File: src/hdl/kpd_pkg.sv
// Shared types, state codes and keypad map for the keypad scanner.
`timescale 1ns / 1ps
package kpd_pkg;

	// scan phase codes
	localparam logic [1:0] PH_FIRST  = 2'd0;
	localparam logic [1:0] PH_WAIT   = 2'd1;
	localparam logic [1:0] PH_SECOND = 2'd2;

	// request kinds
	localparam logic REQ_TICK   = 1'b0;
	localparam logic REQ_SAMPLE = 1'b1;

	localparam logic [15:0] DEBOUNCE_RESET = 16'd20;
	localparam logic [1:0]  ROW_TOP        = 2'd3;
	localparam logic [15:0] WAIT_MAX       = 16'hFFFF;

	typedef struct packed {
		logic       req_type;
		logic [3:0] col_levels;
	} req_t;

	typedef struct packed {
		logic [3:0]  row_drive;
		logic        key_valid;
		logic [6:0]  key_char;
		logic [15:0] fresh_keys;
	} res_t;

	// ASCII for each key bit, bit 0 first
	function automatic logic [6:0] key_ascii(input logic [3:0] idx);
		logic [6:0] ch;
		unique case (idx)
			4'd0:  ch = 7'h2A; // '*'
			4'd1:  ch = 7'h30; // '0'
			4'd2:  ch = 7'h23; // '#'
			4'd3:  ch = 7'h44; // 'D'
			4'd4:  ch = 7'h37; // '7'
			4'd5:  ch = 7'h38; // '8'
			4'd6:  ch = 7'h39; // '9'
			4'd7:  ch = 7'h43; // 'C'
			4'd8:  ch = 7'h34; // '4'
			4'd9:  ch = 7'h35; // '5'
			4'd10: ch = 7'h36; // '6'
			4'd11: ch = 7'h42; // 'B'
			4'd12: ch = 7'h31; // '1'
			4'd13: ch = 7'h32; // '2'
			4'd14: ch = 7'h33; // '3'
			default: ch = 7'h41; // 'A'
		endcase
		return ch;
	endfunction

endpackage

File: src/hdl/kpd_key_enc.sv
// Lowest-set-bit key encoder: new-key mask to ASCII.
`timescale 1ns / 1ps
module kpd_key_enc (
	input  logic [15:0] mask,
	output logic [6:0]  key_char
);

	logic [15:0] lowest;

	// isolate lowest set bit
	assign lowest = mask & (~mask + 16'd1);

	always_comb begin
		key_char = '0;
		for (int i = 0; i < 16; i++) begin
			if (lowest[i]) begin
				key_char = key_char | kpd_pkg::key_ascii(4'(i));
			end
		end
	end

endmodule

File: src/hdl/kpd_scan_fsm.sv
// Scan sequencer: row stepping, debounce wait, scan compare and stable set.
`timescale 1ns / 1ps
module kpd_scan_fsm (
	input  logic               clk,
	input  logic               arst_n,
	input  logic               advance,
	input  kpd_pkg::req_t      item,
	input  logic [15:0]        debounce_ticks,
	output kpd_pkg::res_t      result
);

	logic [1:0]  row_q, row_d;
	logic [1:0]  phase_q, phase_d;
	logic [15:0] accum_q, accum_d;
	logic [15:0] first_q, first_d;
	logic [15:0] stable_q, stable_d;
	logic [15:0] wait_q, wait_d;

	logic [15:0] shifted;
	logic [15:0] both;
	logic [15:0] fresh;
	logic [6:0]  ch;

	assign shifted = {accum_q[11:0], ~item.col_levels};
	assign both    = first_q & shifted;

	always_comb begin
		row_d    = row_q;
		phase_d  = phase_q;
		accum_d  = accum_q;
		first_d  = first_q;
		stable_d = stable_q;
		wait_d   = wait_q;
		fresh    = '0;
		if (phase_q == kpd_pkg::PH_WAIT) begin
			if (item.req_type == kpd_pkg::REQ_TICK) begin
				if (wait_q != kpd_pkg::WAIT_MAX) begin
					wait_d = wait_q + 16'd1;
				end
				if (wait_d >= debounce_ticks) begin
					phase_d = kpd_pkg::PH_SECOND;
					row_d   = kpd_pkg::ROW_TOP;
					accum_d = '0;
				end
			end
		end else if (item.req_type == kpd_pkg::REQ_SAMPLE) begin
			accum_d = shifted;
			if (row_q != 2'd0) begin
				row_d = row_q - 2'd1;
			end else if (phase_q == kpd_pkg::PH_SECOND) begin
				fresh    = both & ~stable_q;
				stable_d = both;
				phase_d  = kpd_pkg::PH_FIRST;
				row_d    = kpd_pkg::ROW_TOP;
				accum_d  = '0;
			end else begin
				first_d = shifted;
				accum_d = '0;
				row_d   = kpd_pkg::ROW_TOP;
				wait_d  = '0;
				phase_d = (debounce_ticks == 16'd0) ? kpd_pkg::PH_SECOND : kpd_pkg::PH_WAIT;
			end
		end
	end

	kpd_key_enc u_enc (
		.mask     (fresh),
		.key_char (ch)
	);

	always_comb begin
		result.row_drive  = ~(4'b0001 << row_d);
		result.key_valid  = (fresh != 16'd0);
		result.key_char   = ch;
		result.fresh_keys = fresh;
	end

	always_ff @(posedge clk or negedge arst_n) begin
		if (!arst_n) begin
			row_q    <= kpd_pkg::ROW_TOP;
			phase_q  <= kpd_pkg::PH_FIRST;
			accum_q  <= '0;
			first_q  <= '0;
			stable_q <= '0;
			wait_q   <= '0;
		end else if (advance) begin
			row_q    <= row_d;
			phase_q  <= phase_d;
			accum_q  <= accum_d;
			first_q  <= first_d;
			stable_q <= stable_d;
			wait_q   <= wait_d;
		end
	end

endmodule

File: src/hdl/keypad_scan_debounce_encoder.sv
// Top level of the 4x4 keypad scanner with debounce and ASCII encoding.
`timescale 1ns / 1ps
//
//  channel | signals                      | dir | beat
//  --------+------------------------------+-----+-------------------------------
//  req     | req_valid, req_stall, req    | in  | tick or column sample
//  res     | res_valid, res_stall, res    | out | row drive, key flag/char/mask
//  cfg     | cfg_we, cfg_data             | in  | debounce_ticks write
//
//  One result beat per request beat, one beat per cycle sustained while res is not stalled.
//  A beat passes the input register (s1), then the scan logic writes
//  the result register (s2). State updates when the s1 beat moves to s2.
//  A stall on res holds s2; s1 keeps one more beat before req_stall rises.
//  arst_n clears all control state; debounce_ticks resets to 20.
//
module keypad_scan_debounce_encoder (
	input  logic           clk,
	input  logic           arst_n,
	input  logic           req_valid,
	output logic           req_stall,
	input  kpd_pkg::req_t  req,
	output logic           res_valid,
	input  logic           res_stall,
	output kpd_pkg::res_t  res,
	input  logic           cfg_we,
	input  logic [15:0]    cfg_data
);

	logic          valid_s1;
	kpd_pkg::req_t req_s1;
	logic          valid_s2;
	kpd_pkg::res_t res_s2;
	logic [15:0]   ticks_q;

	logic          s2_free;
	logic          advance;
	logic          req_take;
	kpd_pkg::res_t result;

	// s2 can take a beat when empty or being drained this cycle
	assign s2_free   = !valid_s2 || !res_stall;
	assign advance   = valid_s1 && s2_free;
	// s1 can take a beat when empty or moving on
	assign req_stall = valid_s1 && !s2_free;
	assign req_take  = req_valid && !req_stall;

	always_ff @(posedge clk or negedge arst_n) begin
		if (!arst_n) begin
			ticks_q <= kpd_pkg::DEBOUNCE_RESET;
		end else if (cfg_we) begin
			ticks_q <= cfg_data;
		end
	end

	// input register
	always_ff @(posedge clk or negedge arst_n) begin
		if (!arst_n) begin
			valid_s1 <= 1'b0;
		end else if (req_take) begin
			valid_s1 <= 1'b1;
		end else if (advance) begin
			valid_s1 <= 1'b0;
		end
	end

	always_ff @(posedge clk) begin
		if (req_take) begin
			req_s1 <= req;
		end
	end

	kpd_scan_fsm u_fsm (
		.clk            (clk),
		.arst_n         (arst_n),
		.advance        (advance),
		.item           (req_s1),
		.debounce_ticks (ticks_q),
		.result         (result)
	);

	// result register
	always_ff @(posedge clk or negedge arst_n) begin
		if (!arst_n) begin
			valid_s2 <= 1'b0;
		end else if (advance) begin
			valid_s2 <= 1'b1;
		end else if (!res_stall) begin
			valid_s2 <= 1'b0;
		end
	end

	always_ff @(posedge clk) begin
		if (advance) begin
			res_s2 <= result;
		end
	end

	assign res_valid = valid_s2;
	assign res       = res_s2;

	// key flag, char and mask agree
	a_valid_mask: assert property (@(posedge clk) disable iff (!arst_n)
		res_valid |-> (res.key_valid == (res.fresh_keys != 16'd0)))
		else $error("key_valid disagrees with fresh_keys");

	a_char_zero: assert property (@(posedge clk) disable iff (!arst_n)
		(res_valid && !res.key_valid) |-> (res.key_char == 7'd0))
		else $error("key_char set without a new key");

	// exactly one row driven low
	a_row_onehot: assert property (@(posedge clk) disable iff (!arst_n)
		res_valid |-> $onehot(~res.row_drive))
		else $error("row_drive not one-cold");

	// a stalled result beat holds in s2
	a_hold: assert property (@(posedge clk) disable iff (!arst_n)
		(res_valid && res_stall) |=> (res_valid && $stable(res)))
		else $error("result changed under stall");

endmodule
File: config.mk
export PLATFORM = sky130hd
export DESIGN_NAME = keypad_scan_debounce_encoder
export DESIGN_NICKNAME = d
export VERILOG_FILES = /design/src/hdl/kpd_pkg.sv /design/src/hdl/kpd_key_enc.sv /design/src/hdl/kpd_scan_fsm.sv /design/src/hdl/keypad_scan_debounce_encoder.sv
export SDC_FILE = /design/constraint.sdc
export NUM_CORES = 1
export LEC_CHECK = 0
export BUFFER_PORTS_ARGS = -buffer_cell sky130_fd_sc_hd__buf_4
export CAP_MARGIN = 20
export CORE_ASPECT_RATIO = 0.8
export CORE_MARGIN = 1.5
export CORE_UTILIZATION = 45
export DETAILED_ROUTE_END_ITERATION = 10
export HOLD_SLACK_MARGIN = 0.02
export PLACE_DENSITY = 0.65
export SLEW_MARGIN = 20
export SYNTH_ARGS = -nofsm -noshare
export SYNTH_HDL_FRONTEND = slang
export SYNTH_SLANG_ARGS = --single-unit
File: constraint.sdc
create_clock -name clk -period 3.8 [get_ports clk]
set_input_delay 0.95 -clock clk [delete_from_list [all_inputs] [get_ports clk]]
set_output_delay 0.95 -clock clk [all_outputs]
set_load 0.05 [all_outputs]
# Word level (Yosys, flattened, before mapping)
# Index checks and enable logic that the tools add are counted.
[op_classes]
n_eq_ne = 7
bitwise_logic = 25
mux = 64
n_reduce_logical = 19
magnitude_cmp = 1
add_sub_neg = 3
shifts = 1
[ops]
columns = ["operator", "n"]
rows = [
  ["7-bit two-way mux", 30],
  ["16-bit two-way mux", 12],
  ["7-bit OR", 14],
  ["12-bit two-way mux", 5],
  ["16-bit bitwise AND", 3],
  ["16-bit by 1-bit adder with 16-bit output (second input constant)", 2],
  ["16-bit inverter", 2],
  ["2-bit two-way mux", 12],
  ["5-bit AND reduction", 4],
  ["16-bit greater-or-equal comparator", 1],
  ["16-bit zero test", 1],
  ["16-bit inequality test (second input constant)", 1],
  ["16-bit nonzero test", 1],
  ["4-bit inverter", 2],
  ["2-bit nonzero test", 4],
  ["6-bit by 7-bit OR with 7-bit output", 1],
  ["6-bit two-way mux", 1],
  ["2-bit by 1-bit inequality test with 1-bit output (second input constant)", 3],
  ["1-bit zero test", 4],
  ["1-bit two-way mux", 4],
  ["4-bit AND reduction", 1],
  ["1-bit by 2-bit << shifter with 4-bit output (first input constant)", 1],
  ["1-bit logical AND", 3],
  ["1-bit inverter", 3],
  ["5 further kinds", 5],
]
[word_totals]
output_inout_bits = 30
wordCells = 135
ff_bits = 115
inputBits = 26

# Depth between registers and ports, before layout
[depth]
ltp_word = 41
ltp_mapped = 15
ltp_nobuf = 13

# Cells and area by module
# From an unflattened synthesis, not the netlist that was laid out.
[hier_totals]
cells_unflattened = 542
hier_area_um2 = 5790.6
[by_module_without_submodules]
columns = ["module", "n_inst", "seq_area_each_um2", "area_per_inst_um2", "cells_each"]
rows = [
  ["kpd_scan_fsm", 1, 1604.0, 3793.6, 424],
  ["keypad_scan_debounce_encoder", 1, 1443.9, 1729.2, 75],
  ["kpd_key_enc", 1, 0.0, 267.8, 43],
]

# Worst setup path before layout
# Ideal clock, no wire load.
[synth_path]
path_type = "reg-to-reg"
startpoint = "register u_fsm.wait_q[0]"
endpoint = "register u_fsm.accum_q[2]"
t_required_ps = 3675
setup_slack_ps = 661
synth_period_minus_slack_ps = 3139
path_buffers = 3
arrival_time_ps = 3015
stages_incl_launch_ff = 16
setup_time_ps = 125
path_cell_list = "dfrtp_1 ha_1 and2_1 buf_2 and4_1 buf_2 nor3_2 xor2_1 ha_1 a21oi_1 nor3_1 nor4_1 o21ai_1 nand3_1 buf_4 mux2_2"
[synth_via]
elab_chain_cells = 7
elab_cells_between_ends = 8
classes_between = "1 x add/sub; 1 x order compare; 1 x eq/ne; 3 x mux; 2 x reduce/logical"
[synth_rtl]
columns = ["item", "line_no", "text"]
rows = [
  ["start, declared", "kpd_scan_fsm.sv:17", "logic [15:0] wait_q, wait_d;"],
  ["start signal, assigned", "kpd_scan_fsm.sv:92", "wait_q <= wait_d;"],
  ["16-bit by 1-bit adder with 16-bit output / 16-bit inequality test (equally long branches)", "kpd_scan_fsm.sv:38, kpd_scan_fsm.sv:37", ""],
  ["16-bit two-way mux (*)", "kpd_scan_fsm.sv:37", "if (wait_q != kpd_pkg::WAIT_MAX) begin"],
  ["16-bit two-way mux (*)", "kpd_scan_fsm.sv:36", "if (item.req_type == kpd_pkg::REQ_TICK) begin"],
  ["16-bit two-way mux (*)", "kpd_scan_fsm.sv:35", "if (phase_q == kpd_pkg::PH_WAIT) begin"],
  ["16-bit greater-or-equal comparator (*)", "kpd_scan_fsm.sv:40", "if (wait_d >= debounce_ticks) begin"],
  ["2-bit nonzero test (no line) (*)", "-", ""],
  ["4-bit AND reduction (no line) (*)", "-", ""],
  ["end signal, assigned", "kpd_scan_fsm.sv:89", "accum_q <= accum_d;"],
  ["end, declared", "kpd_scan_fsm.sv:14", "logic [15:0] accum_q, accum_d;"],
]
# Mark *: on every way between the ends. The rest lies on a longest branch, timed or not. The select of a mux whose other input is x is not followed.
# A chain may end at the register's enable or synchronous reset.

# Worst setup path after layout
[layout_path]
startpoint = "register u_fsm.wait_q[1]"
endpoint = "register u_fsm.accum_q[6]"
# The elaborated chain is that of the path after synthesis.

==> results.cfg <==
[drt]
first_iter_violations = 517
via_per_inst = 5.31
vias = 4458
drt-met1-wl_mm = 6.83
routedWlPerCell_microns = 15.1
wirelength_mm = 12.7
detail-route-antenna-nets = 0
maxUsedRoutingLayer = met4
drc = 0
wl_met2_mm = 4.98
firstDrtPassIters = 5
wl_met3_microns = 719

[global_route]
grt.overflow.total = 0
grt_pass1_vias = 4070
grt_pass1_wl_mm = 20.9
grt_max_degree = 83
grt_usage_pct = 20.1
antenna_found_initial = 0

[pwr]
power_leakage_uw = 0.00315
pwr-share-seq_pct = 38.1
ir_worst_vdd_v = 0.000351
switching_power_uw = 1450
power_density_nw_per_um2 = 645
power_report.internal_total_uw = 3100
clock_power_share_pct = 37.2
combPwrFrac_pct = 24.7
p_sw_share_pct = 31.8

[sta]
slew_viol_final = 0
worst_pin_slew_ns = 0.942
tns_ns = 0
period_minus_slack_ns = 3.40
max_slew_margin_pct = 37.1
hold_viol_final = 0
worst_clock_skew_ns = 0.00758
setup_viol = 0
post-route-period-util_pct = 89.6
max_clock_freq_ghz = 0.294
rsz0062_at_grt = no

[cts]
clockRootBuffer = clkbuf_16
cts.sinks = 115
clk_pin_slew_ns = 0.06
max-clock-path-buffers = 2
cts_resized = 0
htree_levels = 4
hold_buffers = 0
cts_tree = built
cts_buffers = 17
clk_latency_ns = 0.41
cts_setup_buffers = 0

[layout]
diodes = 0
fillers = 1116
nNetsFinal = 699
stdcell_count = 840
area_growth_syn_to_layout_pct = 20.5
multi_input_area_sq_um = 2580
drive_gt1_share_pct = 18.5
seqCellArea_sq_um = 3050

[yosys]
synth_top_cells_by_count = nand2_1 (114), dfrtp_1 (78), o21ai_0 (51), nor2_1 (42), edfxtp_1 (33)
synth_edf_count = 33
synthArstFlopShare_pct = 71.3
synth_cell_type_count = 69
yosysTopAreaCellShare_pct = 33.3
syn_nets = 642
syn-cell-area_sq_um = 5850
netlist_instances = 595
syn_avg_cell_area_sq_um = 9.84
synth_area_leaders = dfrtp_1 (33%), edfxtp_1 (17%), nand2_1 (7.3%)
synth-seq-cells = 115
yosysWarnings = 0
yosysSeqAreaShare_pct = 52.1
yosysMostFrequentCell = nand2_1
synth_area_leader_cell = dfrtp_1
synth_flop_cell = dfrtp_1

[critical_path]
path_class = register to register
cp_max_fo = 9
required_ns = 4.14
critPathArrivalTime_ns = 3.74
cp-start-kind = register
cp-end-kind = register

[run]
maxCapViolCount = 0

[placement]
dp.final_hpwl_mm = 8.92
portBuffers = 55
place.gp.congestion = 0.872
placedCellCount = 808

[die]
start_util_pct = 45.8
dieArea_sq_um = 13700
coreArea_sq_um = 12800
ios = 56
die_w_microns = 131
rows = 37
dieHeight_microns = 105

[status]
status = finished clean

[worst_hold_path]
hp-class = register to register
==> cell usage in the layout (no fill, tap or decap), drive strengths merged, types with 6 or more instances in the layout <==
master  synthesis  layout
nand2         115     115
dfrtp          78      78
buf             9      61
o21ai          56      56
nor2           44      44
edfxtp         33      33
inv            32      32
nand3          25      25
a21oi          21      21
ha             21      21
clkbuf         14      21
mux2i          11      11
or2            10      10
and3           10      10
nor3           10      10
nand2b          8       8
nor4            7       7
xnor2           6       6
nand3b          6       6
mux2            6       6
nand4           6       6
==> cell families (layout without fill, tap and decap cells) <==
family,count (synthesis),after routing,share of synthesized area [%]
buf+inv,55,125,3.87
compound gates,116,116,12.1
xor+xnor,10,10,1.50
flops,115,115,52.1
fa+ha+maj,21,21,4.49
simple gates,261,261,23.0
mux,17,17,3.03
==> layer usage <==
layer	track usage [%]	vias to the layer above
met1	33.0	2106
met3	5.17	13
met5	0	-
met4	7.38	0
li1	-	2215
met2	24.7	124
==> sequential cells by signal, indices dropped and copies added, names as in the netlist <==
| name | flops |
|---|---|
| u_fsm.row_q | 2 |
| req_s1 | 5 |
| u_fsm.phase_q | 2 |
| res | 28 |
| u_fsm.accum_q | 12 |
| u_fsm.wait_q | 16 |
| u_fsm.first_q | 16 |
| ticks_q | 16 |
| u_fsm.stable_q | 16 |
| res_valid | 1 |
| valid_s1 | 1 |
==> worst paths after layout <==
kind | cells after the start | slack (ns) | to | from
max | 14 | 0.40 | u_fsm.accum_q[6]$_DFFE_PN0P_ | u_fsm.wait_q[1]$_DFFE_PN0P_
min | 2 | 0.47 | u_fsm.first_q[7]$_DFFE_PN0P_ | u_fsm.first_q[7]$_DFFE_PN0P_
max reg2reg | 14 | 0.40 | u_fsm.accum_q[6]$_DFFE_PN0P_ | u_fsm.wait_q[1]$_DFFE_PN0P_
min reg2reg | 2 | 0.47 | u_fsm.first_q[7]$_DFFE_PN0P_ | u_fsm.first_q[7]$_DFFE_PN0P_
max in group asynchronous | 1 | 2.70 | ticks_q[6]$_DFFE_PN0P_ | arst_n
min in group asynchronous | 1 | 0.60 | u_fsm.stable_q[13]$_DFFE_PN0P_ | arst_n
==> critical path: stages (launching register included) <==
cell	delay, ns
dfrtp_1	0.41
ha_1	0.23
and2_1	0.35
nand2_1	0.14
nor2_2	0.24
a21oi_1	0.10
a31oi_1	0.21
ha_1	0.29
a21oi_1	0.16
a21boi_1	0.12
nor4_1	0.26
o21ai_1	0.15
nand3_1	0.23
buf_4	0.25
mux2i_1	0.20
==> area by class of cell <==
type,instances,area share (%)
clock buffer,21,6.24
clock inverter,11,2.61
inverter,32,1.70
multi-input combinational,425,36.6
sequential,115,43.2
tap,175,3.10
timing repair buffer,61,6.55
==> stage by stage <==
| stage | setup WS [ns] | utilization, % | hold WS (ns) | instance area [sq um] | total power, uW |
|---|---|---|---|---|---|
| 3_3_place_gp | 0.523 | 50.3 | 0.455 | 6420 | 2840 |
| 6_report | 0.395 | 55.2 | 0.474 | 7050 | 4550 |
| 5_1_grt | 0.0481 | 55.2 | 0.502 | 7050 | 4820 |
| 3_5_place_dp | 0.433 | 50.3 | 0.464 | 6420 | 2870 |
| 4_1_cts | 0.405 | 55.2 | 0.475 | 7050 | 4580 |
| 2_1_floorplan | 0.661 | - | 0.441 | 5850 | 2530 |
==> power groups by stage <==
stage               logic, uW  clock network (uW)  registers [uW]
finish                   1120                1690            1730
global route             1260                1790            1770
CTS                      1130                1720            1730
detailed placement       1120                   0            1750
global placement         1090                   0            1740
floorplan                 743                   0            1790
No activity file was read; power rests on OpenSTA's default activity.
